`config.mk`:
```
export PLATFORM = sky130hd
export DESIGN_NAME = frpa_front
export DESIGN_NICKNAME = d
export VERILOG_FILES = /design/src/rtl/core/frpa_pkg.sv /design/src/rtl/core/frpa_front.sv
export SDC_FILE = /design/constraint.sdc
export NUM_CORES = 1
export LEC_CHECK = 0
export BUFFER_PORTS_ARGS = -buffer_cell sky130_fd_sc_hd__buf_2
export CAP_MARGIN = 20
export CELL_PAD_IN_SITES_DETAIL_PLACEMENT = 0
export CELL_PAD_IN_SITES_GLOBAL_PLACEMENT = 1
export CORE_MARGIN = 2
export CORE_UTILIZATION = 35
export CTS_CLUSTER_SIZE = 28
export DETAILED_ROUTE_END_ITERATION = 7
export PLACE_DENSITY_LB_ADDON = 0.1
export SYNTH_ARGS = -nofsm -noshare
export SYNTH_HDL_FRONTEND = slang
export SYNTH_SLANG_ARGS = --single-unit
```
`constraint.sdc`:
```
create_clock -name clk -period 7.7 [get_ports clk]
set_input_delay 0.385 -clock clk [delete_from_list [all_inputs] [get_ports clk]]
set_output_delay 0.385 -clock clk [all_outputs]
set_load 0.01 [all_outputs]
```
`src/rtl/core/frpa_pkg.sv`:
```
// Shared types, codes and sizes for the fixed record pool allocator.
// No dependencies; every other file of the block but frpa_fifo imports it.
package frpa_pkg;

	localparam int ADDR_W     = 32;
	localparam int SIZE_W     = 17;
	localparam int CAP_W      = 11;
	localparam int IDX_OUT_W  = 10;
	localparam int SPAN_W     = SIZE_W + CAP_W;
	localparam int QUO_W      = CAP_W;
	localparam int CFG_IDX_W  = 2;
	localparam int CFG_DATA_W = 32;

	localparam int DEF_MAX_RECORDS = 1024;
	localparam int CMD_DEPTH       = 2;
	localparam int RES_DEPTH       = 2;

	localparam logic [SIZE_W-1:0] SIZE_RESET = SIZE_W'(8);

	// Action codes of a request
	localparam logic [1:0] ACT_ALLOC  = 2'd0;
	localparam logic [1:0] ACT_FREE   = 2'd1;
	localparam logic [1:0] ACT_CLEAR  = 2'd2;
	localparam logic [1:0] ACT_UNUSED = 2'd3;

	// Result status codes
	localparam logic [1:0] STATUS_OK     = 2'd0;
	localparam logic [1:0] STATUS_FULL   = 2'd1;
	localparam logic [1:0] STATUS_REJECT = 2'd2;

	// Configuration register indexes
	localparam logic [CFG_IDX_W-1:0] REG_BASE_ADDRESS = 2'd0;
	localparam logic [CFG_IDX_W-1:0] REG_RECORD_SIZE  = 2'd1;
	localparam logic [CFG_IDX_W-1:0] REG_CAPACITY     = 2'd2;

	typedef struct packed {
		logic [1:0]        action;
		logic [ADDR_W-1:0] address;
	} request_t;

	typedef struct packed {
		logic [1:0]           status;
		logic [ADDR_W-1:0]    record_address;
		logic [IDX_OUT_W-1:0] record_index;
	} result_t;

	typedef enum logic [2:0] {
		CMD_ALLOC,
		CMD_FREE,
		CMD_CLEAR,
		CMD_REJECT,
		CMD_NOP
	} cmd_kind_t;

	// Classified command handed from front to back
	typedef struct packed {
		cmd_kind_t         kind;
		logic [SPAN_W-1:0] offset;
	} cmd_t;

	typedef enum logic [2:0] {
		BK_IDLE,
		BK_LINK,
		BK_DIV,
		BK_PUSH,
		BK_MUL,
		BK_ADD,
		BK_DONE
	} back_state_t;

endpackage

```
`src/rtl/core/frpa_front.sv`:
```
// Front end: registers an incoming request, range-checks free addresses
// and hands a classified command to the command queue. Uses frpa_pkg.
module frpa_front
	import frpa_pkg::*;
(
	input  logic              clk,
	input  logic              arst_n,
	input  logic              push,
	input  request_t          request,
	output logic              full,
	input  logic [ADDR_W-1:0] base,
	input  logic [SIZE_W-1:0] size_eff,
	input  logic [CAP_W-1:0]  cap_eff,
	output logic              cmd_push,
	output cmd_t              cmd,
	input  logic              cmd_full
);

	logic              s1_valid_q;
	request_t          req_s1;
	logic [SPAN_W-1:0] span_q;
	logic [ADDR_W:0]   diff;
	logic              out_of_range;
	logic              reject;

	assign full     = s1_valid_q & cmd_full;
	assign cmd_push = s1_valid_q & ~cmd_full;

	// Region span is a registered product of capacity and size
	always_ff @(posedge clk) begin
		span_q <= SPAN_W'(cap_eff) * SPAN_W'(size_eff);
	end

	always_ff @(posedge clk or negedge arst_n) begin
		if (!arst_n) begin
			s1_valid_q <= 1'b0;
		end else if (push && !full) begin
			s1_valid_q <= 1'b1;
		end else if (cmd_push) begin
			s1_valid_q <= 1'b0;
		end
	end

	always_ff @(posedge clk) begin
		if (push && !full) begin
			req_s1 <= request;
		end
	end

	assign diff         = {1'b0, req_s1.address} - {1'b0, base};
	assign out_of_range = (diff[ADDR_W-1:0] >= ADDR_W'(span_q));
	assign reject       = (req_s1.address == '0) | diff[ADDR_W] | out_of_range;

	always_comb begin
		cmd.offset = diff[SPAN_W-1:0];
		unique case (req_s1.action)
			ACT_ALLOC: cmd.kind = CMD_ALLOC;
			ACT_FREE:  cmd.kind = reject ? CMD_REJECT : CMD_FREE;
			ACT_CLEAR: cmd.kind = CMD_CLEAR;
			default:   cmd.kind = CMD_NOP;
		endcase
	end

endmodule

```
==> results_dict.tcl <==
set metrics [dict create \
    drive_gt1_frac 0.125 \
    hold_path.class "primary input to register" \
    finClkSkew_ps 9.14 \
    avgViaCountPerCell 4.70 \
    dp.cells 1651 \
    tightest_slew_ps 1000 \
    postCtsSetupRepairBufs 0 \
    relSlewSlack 0.331 \
    n_antenna_cell 0 \
    overflow 0 \
    yosysUniqueCellTypes 61 \
    total_power_mw 3.80 \
    totalWireLength_um 25200 \
    wl_per_cell_um 15.1 \
    cp-end-kind "primary output" \
    synth_edf_count 34 \
    maxCapViolCount 0 \
    worstSetupPathType "register to primary output" \
    crit_path_top_delay_cell "o31ai_1" \
    design.core.area_um2 28800 \
    nets 1638 \
    clock-sinks 63 \
    ys_top_cells_by_area "fa_1 26%, ha_1 15%, edfxtp_1 10%" \
    finalSetupViolations 0 \
    path_delay_family "compound AO/OA/AOI/OAI gates" \
    path_cells "inv_1 > ha_1 > inv_1 > fa_1 > a21oi_1 > nor3b_1 > o31ai_1 > a21oi_1 > a41o_1 > a21o_1 > a311o_1 > ha_1 > nor2b_1 > o21ai_0 > o2111ai_1 > a211oi_1 > o21ai_0 > a311oi_1 > a41oi_1 > buf_2" \
    antenna_found_initial 0 \
    grt_max_degree 35 \
    yosysMostFrequentCell "inv_1" \
    yosys.area.top_type "fa_1" \
    boundaryPins 131 \
    drc 0 \
    synth_area_um2 10300 \
    fin_area_um2 11600 \
    initial_core_util 0.356 \
    cp_max_fo 4 \
    finalSetupTns_ps 0 \
    min_period_ps 5400 \
    period_share 0.701 \
    critPathMaxStageDelay_ps 440 \
    critPathBufInv 3 \
    die-width_um 175 \
    dp_hpwl_um 21200 \
    port_buffers 130 \
    cts_tree "built" \
    antenna_left 0 \
    grt_pass1_wl_um 42000 \
    firstDrtPassIters 5 \
    fin_cells 1668 \
    ir_drop_v 0.000189 \
    max_freq_mhz 185 \
    die_h_um 175 \
    setup_slack_ps 2300 \
    clk_latency_ps 330 \
    synth.top_cells.by_count "237 x inv_1, 135 x fa_1, 126 x ha_1" \
    start_kind "register" \
    p_per_area_nw_per_um2 327 \
    clockBufferDepth 2 \
    cts_buffers 9 \
    startpoint "req_s1[0]" \
    status "complete, no violations" \
    min_from "request[3]" \
    drtIter0Drc 412 \
    globalplace.congestion 0.783 \
    place_ws_ps 1970 \
    postCtsHoldBufs 1 \
    placed_cell_area_um2 11300 \
    synth_warnings 0 \
    reg2reg_from "s1_valid_q" \
    clk_pin_slew_ps 60 \
    slew_violations 0 \
    vias 7844 \
    cts_max_level 3 \
    track_usage 0.170 \
    rsz0062_at_grt "no" \
    syn_nets 1528 \
    synthArstFlopShare 0.0159 \
    syn_inst 1169 \
    synthFlopType "edfxtp_1" \
    grt_pass1_vias 8012 \
    root_buffer "clkbuf_16" \
    dieArea_um2 30700 \
    worstPathArrival_ps 5010 \
    area_growth_pct 13.4 \
    synth_top_area_share 0.264 \
    p_leak_nw 5.90 \
    ys_seq_elements 63 \
    cp.required_ps 7320 \
    row_count 62 \
    cts-resized-gates 0 \
    avgSynthCellArea_um2 8.77 \
    hold_violations 0 \
    ys_seq_area_frac 0.157 \
]
-- cells by family after synthesis --
logic type               Yosys count  share of synthesized area
AO/OA/AOI/OAI                    168                      0.107
buffers and inverters            269                     0.0985
adder cells (fa/ha/maj)          261                      0.417
AND/OR/NAND/NOR                  361                      0.180
XOR/XNOR                          44                     0.0376
flip-flops                        63                      0.157
multiplexers                       3                    0.00293
-- report_power, final --
part	internal [mW]	leakage, nW	switching (mW)	total (mW)
registers	0.472	0.570	0.0236	0.496
logic	1.23	5.16	1.60	2.83
clock network	0.314	0.171	0.158	0.472
total	2.02	5.90	1.78	3.80
-- cells in the final DEF (no fill, tap or decap), types with 3 or more instances in the layout --
master	n
nand2_1	120
o211ai_1	4
a41o_1	3
buf_2	130
o21bai_1	5
nand2b_1	7
and3_1	9
a21o_1	20
nor3_1	13
dfxtp_1	28
o41ai_1	3
nand3_1	18
edfxtp_1	34
inv_1	237
o21a_1	9
o311ai_0	4
or2_2	3
a31o_2	3
nor2b_1	16
nor4b_1	3
xnor2_1	32
fa_1	135
nor2_1	41
a31oi_1	6
nor4_1	10
clkbuf_16	10
a211oi_1	5
o21ai_0	31
and2_1	99
a21oi_1	51
mux2i_1	3
nand4_1	8
nor3b_1	5
ha_1	126
xor2_1	12
-- per-layer routing --
metal | vias to the layer above | GRT usage | share of wire
li1 | 3978 | - | -
met1 | 3711 | 0.256 | 0.53
met2 | 143 | 0.265 | 0.43
met3 | 12 | 0.0181 | 0.034
met4 | 0 | 0.0302 | 0.0089
met5 | - | 0 | 0
-- through the flow --
stage | utilization | hold slack (ps)
floorplan | - | 89.4
finish | 0.404 | 219
detailed placement | 0.392 | 162
global route | 0.404 | 207
CTS | 0.404 | 204
global placement | 0.392 | 160
-- final timing paths --
path | to | slack (ps) | cells past startpoint
max | cmd[29] | 2300 | 20
min | req_s1[3] | 220 | 1
max reg2reg | req_s1[16] | 5940 | 2
min reg2reg | s1_valid_q | 700 | 2
max in group asynchronous | s1_valid_q | 7250 | 2
min in group asynchronous | s1_valid_q | 360 | 2
-- state kept, by name (all words and copies together), names as in the netlist --
| register | cells |
|---|---|
| req_s1 | 34 |
| s1_valid_q | 1 |
| span_q | 28 |
-- cell type report --
cell class / count / area (µm²)
multi-input cells: 837 / 7650
flip-flops and latches: 63 / 1610
fillers: 2963 / 17100
well taps: 384 / 480
inverters: 237 / 890
clock buffers: 11 / 264
clock inverters: 5 / 86.3
repair buffers: 131 / 661
Note: power is estimated with default switching activity, not from simulation.
