$ cat src/rtl/core/frpa_fifo.sv
// Small synchronous queue of any packed type, used for commands and results.
// Depends on nothing but its parameters.
module frpa_fifo #(
	parameter type T     = logic,
	parameter int  DEPTH = 2
) (
	input  logic clk,
	input  logic arst_n,
	input  logic push,
	input  T     wdata,
	output logic full,
	input  logic pop,
	output T     rdata,
	output logic empty
);

	localparam int PTR_W = $clog2(DEPTH);
	localparam int CNT_W = $clog2(DEPTH + 1);

	T                   store_q [DEPTH];
	logic [PTR_W-1:0]   wr_ptr_q;
	logic [PTR_W-1:0]   rd_ptr_q;
	logic [CNT_W-1:0]   count_q;
	logic               do_push;
	logic               do_pop;

	assign full    = (count_q == CNT_W'(DEPTH));
	assign empty   = (count_q == '0);
	assign do_push = push & ~full;
	assign do_pop  = pop & ~empty;
	assign rdata   = store_q[rd_ptr_q];

	always_ff @(posedge clk or negedge arst_n) begin
		if (!arst_n) begin
			wr_ptr_q <= '0;
			rd_ptr_q <= '0;
			count_q  <= '0;
		end else begin
			if (do_push) begin
				wr_ptr_q <= (wr_ptr_q == PTR_W'(DEPTH - 1)) ? '0 : wr_ptr_q + 1'b1;
			end
			if (do_pop) begin
				rd_ptr_q <= (rd_ptr_q == PTR_W'(DEPTH - 1)) ? '0 : rd_ptr_q + 1'b1;
			end
			if (do_push && !do_pop) begin
				count_q <= count_q + 1'b1;
			end else if (do_pop && !do_push) begin
				count_q <= count_q - 1'b1;
			end
		end
	end

	always_ff @(posedge clk) begin
		if (do_push) begin
			store_q[wr_ptr_q] <= wdata;
		end
	end

endmodule

$ cat config.mk
export PLATFORM = sky130hd
export DESIGN_NAME = frpa_fifo
export DESIGN_NICKNAME = d
export VERILOG_FILES = /design/src/rtl/core/frpa_fifo.sv
export SDC_FILE = /design/constraint.sdc
export NUM_CORES = 1
export LEC_CHECK = 0
export BUFFER_PORTS_ARGS = -buffer_cell sky130_fd_sc_hd__buf_2
export CAP_MARGIN = 20
export CELL_PAD_IN_SITES_DETAIL_PLACEMENT = 0
export CELL_PAD_IN_SITES_GLOBAL_PLACEMENT = 1
export CORE_AREA = 2 2 39 41
export CTS_CLUSTER_SIZE = 14
export DETAILED_ROUTE_END_ITERATION = 7
export DIE_AREA = 0 0 41 43
export GPL_TIMING_DRIVEN = 0
export PLACE_DENSITY = 0.44
export SETUP_SLACK_MARGIN = 0.15
export SYNTH_ARGS = -nofsm -noshare
export SYNTH_HDL_FRONTEND = slang
export SYNTH_SLANG_ARGS = --single-unit
$ cat constraint.sdc
create_clock -name clk -period 1.28 [get_ports clk]
set_input_delay 0.192 -clock clk [delete_from_list [all_inputs] [get_ports clk]]
set_output_delay 0.192 -clock clk [all_outputs]
set_load 0.01 [all_outputs]
==> impl_metrics.json, run 1 <==
{
  "crit_family": "flip-flops",
  "hold_path.class": "input pin to flop",
  "die_x_um": 41,
  "io_pins": 8,
  "clk_latency_ps": 240,
  "row_count": 14,
  "grt_pass1_wl_um": 828,
  "critPathRequiredTime_ps": 1440,
  "fin_cells": 55,
  "path_buf_inv": 1,
  "synth_cell_type_count": 12,
  "syn2layout_area_growth_pct": 67.8,
  "relSlewSlack_pct": 84.5,
  "ys_ff_latch": 6,
  "clockBufferDepth": 2,
  "ys.flop_type": "dfrtp_1",
  "yosys_warnings": 0,
  "max_clock_freq_mhz": 768,
  "startpoint": "count_q[0]",
  "critPathKind": "flop to flop",
  "worstMarginPinSlew_ps": 232,
  "root_buffer": "clkbuf_4",
  "period_needed_ps": 1300,
  "hold_ws_ps": 136,
  "yosysMostFrequentCell": "dfrtp_1",
  "cap_violations": 0,
  "syn_inst": 22,
  "drc": 0,
  "crit_top_cell": "xor2_1",
  "timing.rr.end": "count_q[1]",
  "ys_top_cells_by_count": "dfrtp_1 (4), nor2_1 (3), xnor2_1 (3)",
  "ant_nets": 0,
  "place.gp.congestion": 0.644,
  "min_period_over_period_pct": 102,
  "utilization_pct": 32.5,
  "crit_slowest_cell": "dfrtp_2",
  "vias": 207,
  "wirelength_um": 524,
  "clkTransAtPathRegs_ps": 50,
  "yosysTopAreaCell": "dfrtp_1",
  "drv_slew": 0,
  "port_buffers": 7,
  "htree_levels": 1,
  "antenna_cells": 0,
  "worst_slack_ps": -21.8,
  "grt_max_degree": 5,
  "vias_per_cell": 3.76,
  "async_flop_share_pct": 66.7,
  "cts.sinks": 6,
  "cp-start-kind": "flop",
  "finClkSkew_ps": 0.716,
  "dpl.cell_count": 45,
  "cts_tree": "yes",
  "cts_buffers": 3,
  "syn_avg_cell_area_um2": 12.2,
  "design.core.area_um2": 1380,
  "fp.dieArea_um2": 1760,
  "finalHoldViolations": 0,
  "drive_gt1_share_pct": 61.5,
  "end_kind": "flop",
  "antenna_found_initial": 0,
  "grt_usage_pct": 8.19,
  "r2r_slack_ps": -20,
  "grt_pass1_vias": 228,
  "outcome": "finished, violations left",
  "cpPeakStageDelay_ps": 420,
  "p_per_area_nw_per_um2": 2520,
  "critPathMaxFanout": 3,
  "wl_per_cell_um": 9.53,
  "cellLeakagePower_nw": 0.210,
  "synth_top_area_share_pct": 37.4,
  "synth_area_um2": 268,
  "crit_arrival_ps": 1470,
  "cp_cell_sequence": "nand2b_4, nand2_4, inv_4, ha_4, xor2_1, nor2_1, xor2_1",
  "dr.pass1.iters": 2,
  "vdd_ir_drop_max_v": 0.000523,
  "rsz0062_at_grt": "true",
  "ff2ff_path_depth": 7,
  "critPathCapture": "count_q[1]",
  "nNetsFinal": 46,
  "reg2reg_from": "count_q[0]",
  "finalSetupViolations": 1,
  "start_util_pct": 19.3,
  "die_height_um": 43,
  "violations": "negative setup slack",
  "netlist_top_cells_area": "dfrtp_1 (37%), edfxtp_1 (22%), xnor2_1 (9.8%), xor2_1 (6.5%), ha_1 (4.7%)",
  "drt-initial-drc-count": 4,
  "overflow": 0,
  "seq_area_frac_synth_pct": 59.8,
  "synth-edff-count": 2,
  "cp_num_cells": 7,
  "syn_nets": 28
}
registers in the layout, indices dropped and copies added, names as in the netlist:
register	flops
rd_ptr_q	1
wr_ptr_q	1
count_q	2
store_q	2
routing by layer:
metal  wire (um)  global-route usage [%]
met3          14                    3.14
met2         302                    10.6
met4          19                    14.0
met1         187                    6.58
met5           0                       0
area by class of cell:
cell class | instances | area (um^2)
Sequential cell | 6 | 163
Fill cell | 151 | 935
Clock buffer | 4 | 26.3
Multi-Input combinational cell | 14 | 135
Tap cell | 16 | 20.0
Inverter | 2 | 10.0
Timing Repair Buffer | 13 | 95.1
worst reg2reg max path, cell delays in order (launching register included):
cell and delay, ps:
dfrtp_2 420, nand2b_4 160, nand2_4 80, inv_4 40, ha_4 140, xor2_1 130, nor2_1 110, xor2_1 150
timing repair:
item | in CTS | in global routing
resized for setup | 7 | 2
cloned | 0 | 0
pin swaps | 3 | 1
endpoints found under the hold margin | 4 | 0
setup buffers | 4 | 1
hold buffers | 1 | 0
endpoints found under the setup margin | 5 | 6
per-stage QoR:
step,setup WS (ps),instance area (um^2),power [W],setup TNS (ps)
6_report,-21.8,449,0.00113,-21.8
5_1_grt,-107,449,0.00123,-166
4_1_cts,-35.4,438,0.00111,-45.1
3_5_place_dp,-103,340,0.000735,-103
3_3_place_gp,-77.5,340,0.000723,-77.5
2_1_floorplan,-5.00,285,0.000639,-5.00
how the worst min path moves through the flow:
stage,slack (ps),depth (start not counted),end,start
after CTS,130,1,store_q[0],wdata
final,140,1,store_q[0],wdata
after global placement,1,1,rd_ptr_q,arst_n
after detailed placement,4,1,rd_ptr_q,arst_n
after floorplan,-100,0,count_q[0],arst_n
after global routing,120,1,store_q[0],wdata
power breakdown:
group	total, W	switching, W	leakage (nW)	internal (W)
clock network	0.000191	0.0000730	0.0150	0.000118
logic	0.000573	0.000227	0.132	0.000347
registers	0.000368	0.0000732	0.0632	0.000295
cell families after synthesis:
kind of cell               Yosys count  synth area share, %
and+or+nand+nor                      6                 10.3
DFF                                  6                 59.8
xor gates and xnor gates             5                 16.4
buffers and inverters                2                 2.80
AOI/OAI and AO/OA                    1                 1.87
muxes                                1                 4.21
adders and majority gates            1                 4.67
cells in the final DEF (no fill, tap or decap), types with 2 or more instances in the layout:
master / synthesis / layout
buf_2: 0 / 5
dfrtp_2: 0 / 2
dfrtp_1: 4 / 2
xnor2_1: 3 / 3
xor2_1: 2 / 2
edfxtp_1: 2 / 2
clkbuf_4: 0 / 3
nor2_1: 3 / 3
buf_4: 0 / 5
buf_6: 0 / 2
Power figures use the tool's default switching activity.
==> inputs of run 2 (changes only) <==
--- a/config.mk
+++ b/config.mk
@@ -7,7 +7,7 @@
 export LEC_CHECK = 0
 export BUFFER_PORTS_ARGS = -buffer_cell sky130_fd_sc_hd__buf_2
 export CAP_MARGIN = 20
-export CELL_PAD_IN_SITES_DETAIL_PLACEMENT = 0
+export CELL_PAD_IN_SITES_DETAIL_PLACEMENT = 1
 export CELL_PAD_IN_SITES_GLOBAL_PLACEMENT = 1
 export CORE_AREA = 2 2 39 41
 export CTS_CLUSTER_SIZE = 14
@@ -15,7 +15,6 @@
 export DIE_AREA = 0 0 41 43
 export GPL_TIMING_DRIVEN = 0
 export PLACE_DENSITY = 0.44
-export SETUP_SLACK_MARGIN = 0.15
 export SYNTH_ARGS = -nofsm -noshare
 export SYNTH_HDL_FRONTEND = slang
 export SYNTH_SLANG_ARGS = --single-unit
==> impl_metrics.json, run 2 (synthesis gave the netlist of run 1 again) <==
{
  "outcome": "finished, violations left",
  "crit_arrival_ps": 1500,
  "clkTransAtPathRegs_ps": 50,
  "violations": "negative setup slack",
  "cts_tree": "yes",
  "min_path_cells": 1,
  "end_kind": "flop",
  "drv_slew": 0,
  "relSlewSlack_pct": 82.8,
  "finalSetupViolations": 2,
  "design.core.area_um2": 1380,
  "mostFrequentLayoutCells": "buf_2 (6), buf_4 (4)",
  "grt_pass1_wl_um": 862,
  "root_buffer": "clkbuf_4",
  "port_buffers": 7,
  "grt_usage_pct": 8.40,
  "grt_pass1_vias": 240,
  "ff2ff_path_depth": 7,
  "rsz0062_at_grt": "true",
  "p_total_w": 0.00109,
  "critPathMaxFanout": 4,
  "die_height_um": 43,
  "timing.rr.end": "count_q[1]",
  "grt_max_degree": 5,
  "io_pins": 8,
  "start_util_pct": 19.3,
  "ant_nets": 0,
  "top_regs": "count_q x2, store_q x2",
  "hold_start": "wdata",
  "wl_per_cell_um": 9.61,
  "min_period_over_period_pct": 103,
  "cp-start-kind": "flop",
  "worstMarginPinSlew_ps": 258,
  "cellLeakagePower_nw": 0.208,
  "dp.final_hpwl_um": 397,
  "place_ws_ps": -111,
  "finClkSkew_ps": 2.86,
  "clk_latency_ps": 250,
  "num-fill-cells": 158,
  "vias_per_cell": 4.02,
  "cap_violations": 0,
  "row_count": 14,
  "period_needed_ps": 1320,
  "layout_commonest_cell": "buf_2",
  "cts_buffers": 3,
  "cts.sinks": 6,
  "p_per_area_nw_per_um2": 2480,
  "clockBufferDepth": 2,
  "max_clock_freq_mhz": 755,
  "antenna_cells": 0,
  "antenna_found_initial": 0,
  "drive_gt1_share_pct": 55.3,
  "htree_levels": 1,
  "drt-initial-drc-count": 0,
  "hold_path.class": "input pin to flop",
  "overflow": 0,
  "nNetsFinal": 45,
  "finalHoldViolations": 0,
  "die_x_um": 41,
  "worst_slack_ps": -44.8,
  "wirelength_um": 519,
  "critPathRequiredTime_ps": 1450,
  "vias": 217,
  "r2r_slack_ps": -40,
  "drc": 0,
  "dr.pass1.iters": 1,
  "reg2reg_from": "count_q[0]",
  "hold-path-endpoint": "store_q[1]",
  "critPathKind": "flop to flop",
  "syn2layout_area_growth_pct": 64.0,
  "place.gp.congestion": 0.644,
  "vdd_ir_drop_max_v": 0.000593,
  "fp.dieArea_um2": 1760
}
## run 2: power by group
part / leakage (nW) / internal, W / switching [W]
Clock: 0.0150 / 0.000119 / 0.0000749
Combinational: 0.128 / 0.000310 / 0.000202
Sequential: 0.0643 / 0.000291 / 0.0000923
## run 2: per-layer routing
layer | vias to the layer above | GRT usage (%) | share of wire, %
met5 | - | 0 | 0
li1 | 103 | - | -
met2 | 6 | 11.9 | 55
met3 | 4 | 3.14 | 3.3
met4 | 0 | 12.0 | 5.2
met1 | 104 | 6.93 | 36
## run 2: repair_timing
| action | 4_1_cts | 5_1_grt |
|---|---|---|
| setup buffers | 3 | 1 |
| gates resized for setup | 3 | 3 |
| endpoints found under the hold margin | 4 | 0 |
| pin swaps | 3 | 2 |
| endpoints found under the setup margin | 3 | 2 |
| hold buffers | 1 | 0 |
## run 2: through the flow
| step | hold slack [ps] | setup TNS (ps) | instance area [um^2] | utilization [%] | std cells |
|---|---|---|---|---|---|
| 2_1_floorplan | -104 | -5.00 | 285 | - | 22 |
| 3_3_place_gp | 1.38 | -77.5 | 340 | 24.6 | 45 |
| 3_5_place_dp | 3.00 | -111 | 340 | 24.6 | 45 |
| 4_1_cts | 126 | -45.0 | 414 | 29.9 | 53 |
| 5_1_grt | 128 | -228 | 439 | 31.7 | 54 |
| 6_report | 133 | -87.1 | 439 | 31.7 | 54 |
## run 2: how the worst max path moves through the flow
stage,startpoint,depth (start not counted),to,slack [ps]
after CTS,count_q[0],7,count_q[1],-50
final,count_q[0],7,count_q[1],-40
after global routing,count_q[0],7,count_q[1],-130
after global placement,count_q[1],5,count_q[1],-80
after detailed placement,count_q[1],5,count_q[1],-110
after floorplan,count_q[0],7,count_q[1],-5
## run 2: layout make-up
type	count	area [um^2]	area share (%)
clock buffer	4	26.3	5.98
tap	16	20.0	4.56
inverter	2	7.51	1.71
multi-input combinational	14	143	32.5
sequential	6	161	36.8
timing repair buffer	12	81.3	18.5
## run 2: worst max-delay path, cell delays in order, from the launching register on
cell      delay, ps
dfrtp_2         430
nand2b_4        170
nand2_4          60
inv_2            40
ha_4            140
xor2_1          130
nor2_1          130
xor2_1          150
==> inputs of run 3 (changes only) <==
--- a/config.mk
+++ b/config.mk
@@ -14,7 +14,7 @@
 export DETAILED_ROUTE_END_ITERATION = 7
 export DIE_AREA = 0 0 41 43
 export GPL_TIMING_DRIVEN = 0
-export PLACE_DENSITY = 0.44
+export PLACE_DENSITY_LB_ADDON = 0.1
 export SYNTH_ARGS = -nofsm -noshare
 export SYNTH_HDL_FRONTEND = slang
 export SYNTH_SLANG_ARGS = --single-unit
==> impl_metrics.json, run 3 (synthesis gave the netlist of run 1 again) <==
{
  "antenna_cells": 0,
  "wl_per_cell_um": 10.4,
  "worst_slack_ps": -40.3,
  "finalSetupViolations": 2,
  "p_per_area_nw_per_um2": 2500,
  "clk_latency_ps": 250,
  "finalHoldViolations": 0,
  "place.gp.congestion": 0.641,
  "crit_arrival_ps": 1480,
  "cp-start-kind": "flop",
  "drt-initial-drc-count": 4,
  "dr.pass1.iters": 4,
  "vias": 209,
  "crit_top_cell": "xor2_1",
  "drc": 0,
  "design.core.area_um2": 1380,
  "row_count": 14,
  "overflow": 0,
  "mostFrequentLayoutCells": "buf_2 (6), buf_4 (4)",
  "min_path_cells": 1,
  "ant_nets": 0,
  "start_util_pct": 19.3,
  "place_ws_ps": -113,
  "dp.final_hpwl_um": 396,
  "nNetsFinal": 45,
  "critPathMaxFanout": 3,
  "critPathRequiredTime_ps": 1440,
  "relSlewSlack_pct": 85.8,
  "period_needed_ps": 1320,
  "violations": "negative setup slack",
  "hold_path.class": "input pin to flop",
  "clockBufferDepth": 2,
  "ff2ff_path_depth": 7,
  "rsz0062_at_grt": "true",
  "min_period_over_period_pct": 103,
  "die_height_um": 43,
  "hold_start": "wdata",
  "grt_max_degree": 5,
  "crit_slowest_cell": "dfrtp_1",
  "top_regs": "count_q x2, store_q x2",
  "hold-path-endpoint": "store_q[0]",
  "reg2reg_from": "count_q[0]",
  "clkTransAtPathRegs_ps": 40,
  "r2r_slack_ps": -40,
  "drv_slew": 0,
  "layout_commonest_cell": "buf_2",
  "wirelength_um": 550,
  "cap_violations": 0,
  "io_pins": 8,
  "outcome": "finished, violations left",
  "worstMarginPinSlew_ps": 213,
  "cellLeakagePower_nw": 0.206,
  "num-fill-cells": 161,
  "cp_cell_sequence": "nand2b_4, nand2_4, inv_2, ha_4, xor2_1, nor2_1, xor2_1",
  "fp.dieArea_um2": 1760,
  "cts_tree": "yes",
  "cpPeakStageDelay_ps": 400,
  "grt_pass1_vias": 234,
  "placed_cell_area_um2": 340,
  "antenna_found_initial": 0,
  "end_kind": "flop",
  "cts.sinks": 6,
  "grt_usage_pct": 9.71,
  "htree_levels": 1,
  "max_clock_freq_mhz": 757,
  "grt_pass1_wl_um": 979,
  "finish.instance_area_um2": 428,
  "drive_gt1_share_pct": 56.8,
  "critPathKind": "flop to flop",
  "die_x_um": 41,
  "vias_per_cell": 3.94,
  "port_buffers": 7,
  "timing.rr.end": "count_q[1]",
  "vdd_ir_drop_max_v": 0.000721,
  "dpl.cell_count": 45,
  "syn2layout_area_growth_pct": 59.8,
  "cts_buffers": 3,
  "hold_ws_ps": 136,
  "fin_cells": 53,
  "finClkSkew_ps": 0.247,
  "root_buffer": "clkbuf_4"
}
run 3: repair_timing:
action	4_1_cts	5_1_grt
gates cloned	0	0
endpoints found under the setup margin	1	3
hold buffers	1	0
buffers inserted	3	1
gates resized for setup	3	2
pin swaps	4	0
endpoints found under the hold margin	4	0
run 3: final cells by class:
type                            count  area [um^2]  area share [%]
Inverter                            2         7.51            1.75
Timing Repair Buffer               12         81.3            19.0
Clock buffer                        3         22.5            5.26
Tap cell                           16         20.0            4.68
Sequential cell                     6          161            37.7
Multi-Input combinational cell     14          135            31.6
run 3: worst max-delay path, delay by kind of cell (launching register included):
| kind | cells | cell delay, ps |
|---|---|---|
| XOR/XNOR | 2 | 300 |
| adder cells (fa/ha/maj) | 1 | 140 |
| buffers and inverters | 1 | 40 |
| flip-flops | 1 | 400 |
| AND/OR/NAND/NOR | 3 | 350 |
run 3: stage by stage:
stage               utilization (%)  TNS [ps]  power [W]
finish                         30.9     -61.1    0.00107
global route                   30.9      -197    0.00116
CTS                            29.7     -61.5    0.00103
detailed placement             24.6      -113   0.000741
global placement               24.6     -91.4   0.000730
floorplan                         -     -5.00   0.000639
run 3: routing by layer:
| layer | GRT usage (%) | part of all wire [%] | vias to the layer above |
|---|---|---|---|
| li1 | - | - | 100 |
| met1 | 8.88 | 40 | 97 |
| met2 | 12.2 | 51 | 9 |
| met3 | 4.71 | 3.8 | 3 |
| met4 | 14.0 | 5.5 | 0 |
| met5 | 0 | 0 | - |
run 3: how the worst max path moves through the flow:
stage	from	to	slack [ps]	cells after the start
CTS	count_q[1]	count_q[1]	-40	5
finish	count_q[0]	count_q[1]	-40	7
detailed placement	count_q[0]	count_q[1]	-110	7
global route	count_q[0]	count_q[1]	-100	7
floorplan	count_q[0]	count_q[1]	-5	7
global placement	count_q[1]	count_q[1]	-90	5
run 3: power by group:
| part | leakage (nW) | switching, W | internal, W | total, W |
|---|---|---|---|---|
| registers | 0.0642 | 0.0000757 | 0.000292 | 0.000368 |
| logic | 0.128 | 0.000216 | 0.000307 | 0.000523 |
| clock network | 0.0138 | 0.0000718 | 0.000106 | 0.000178 |
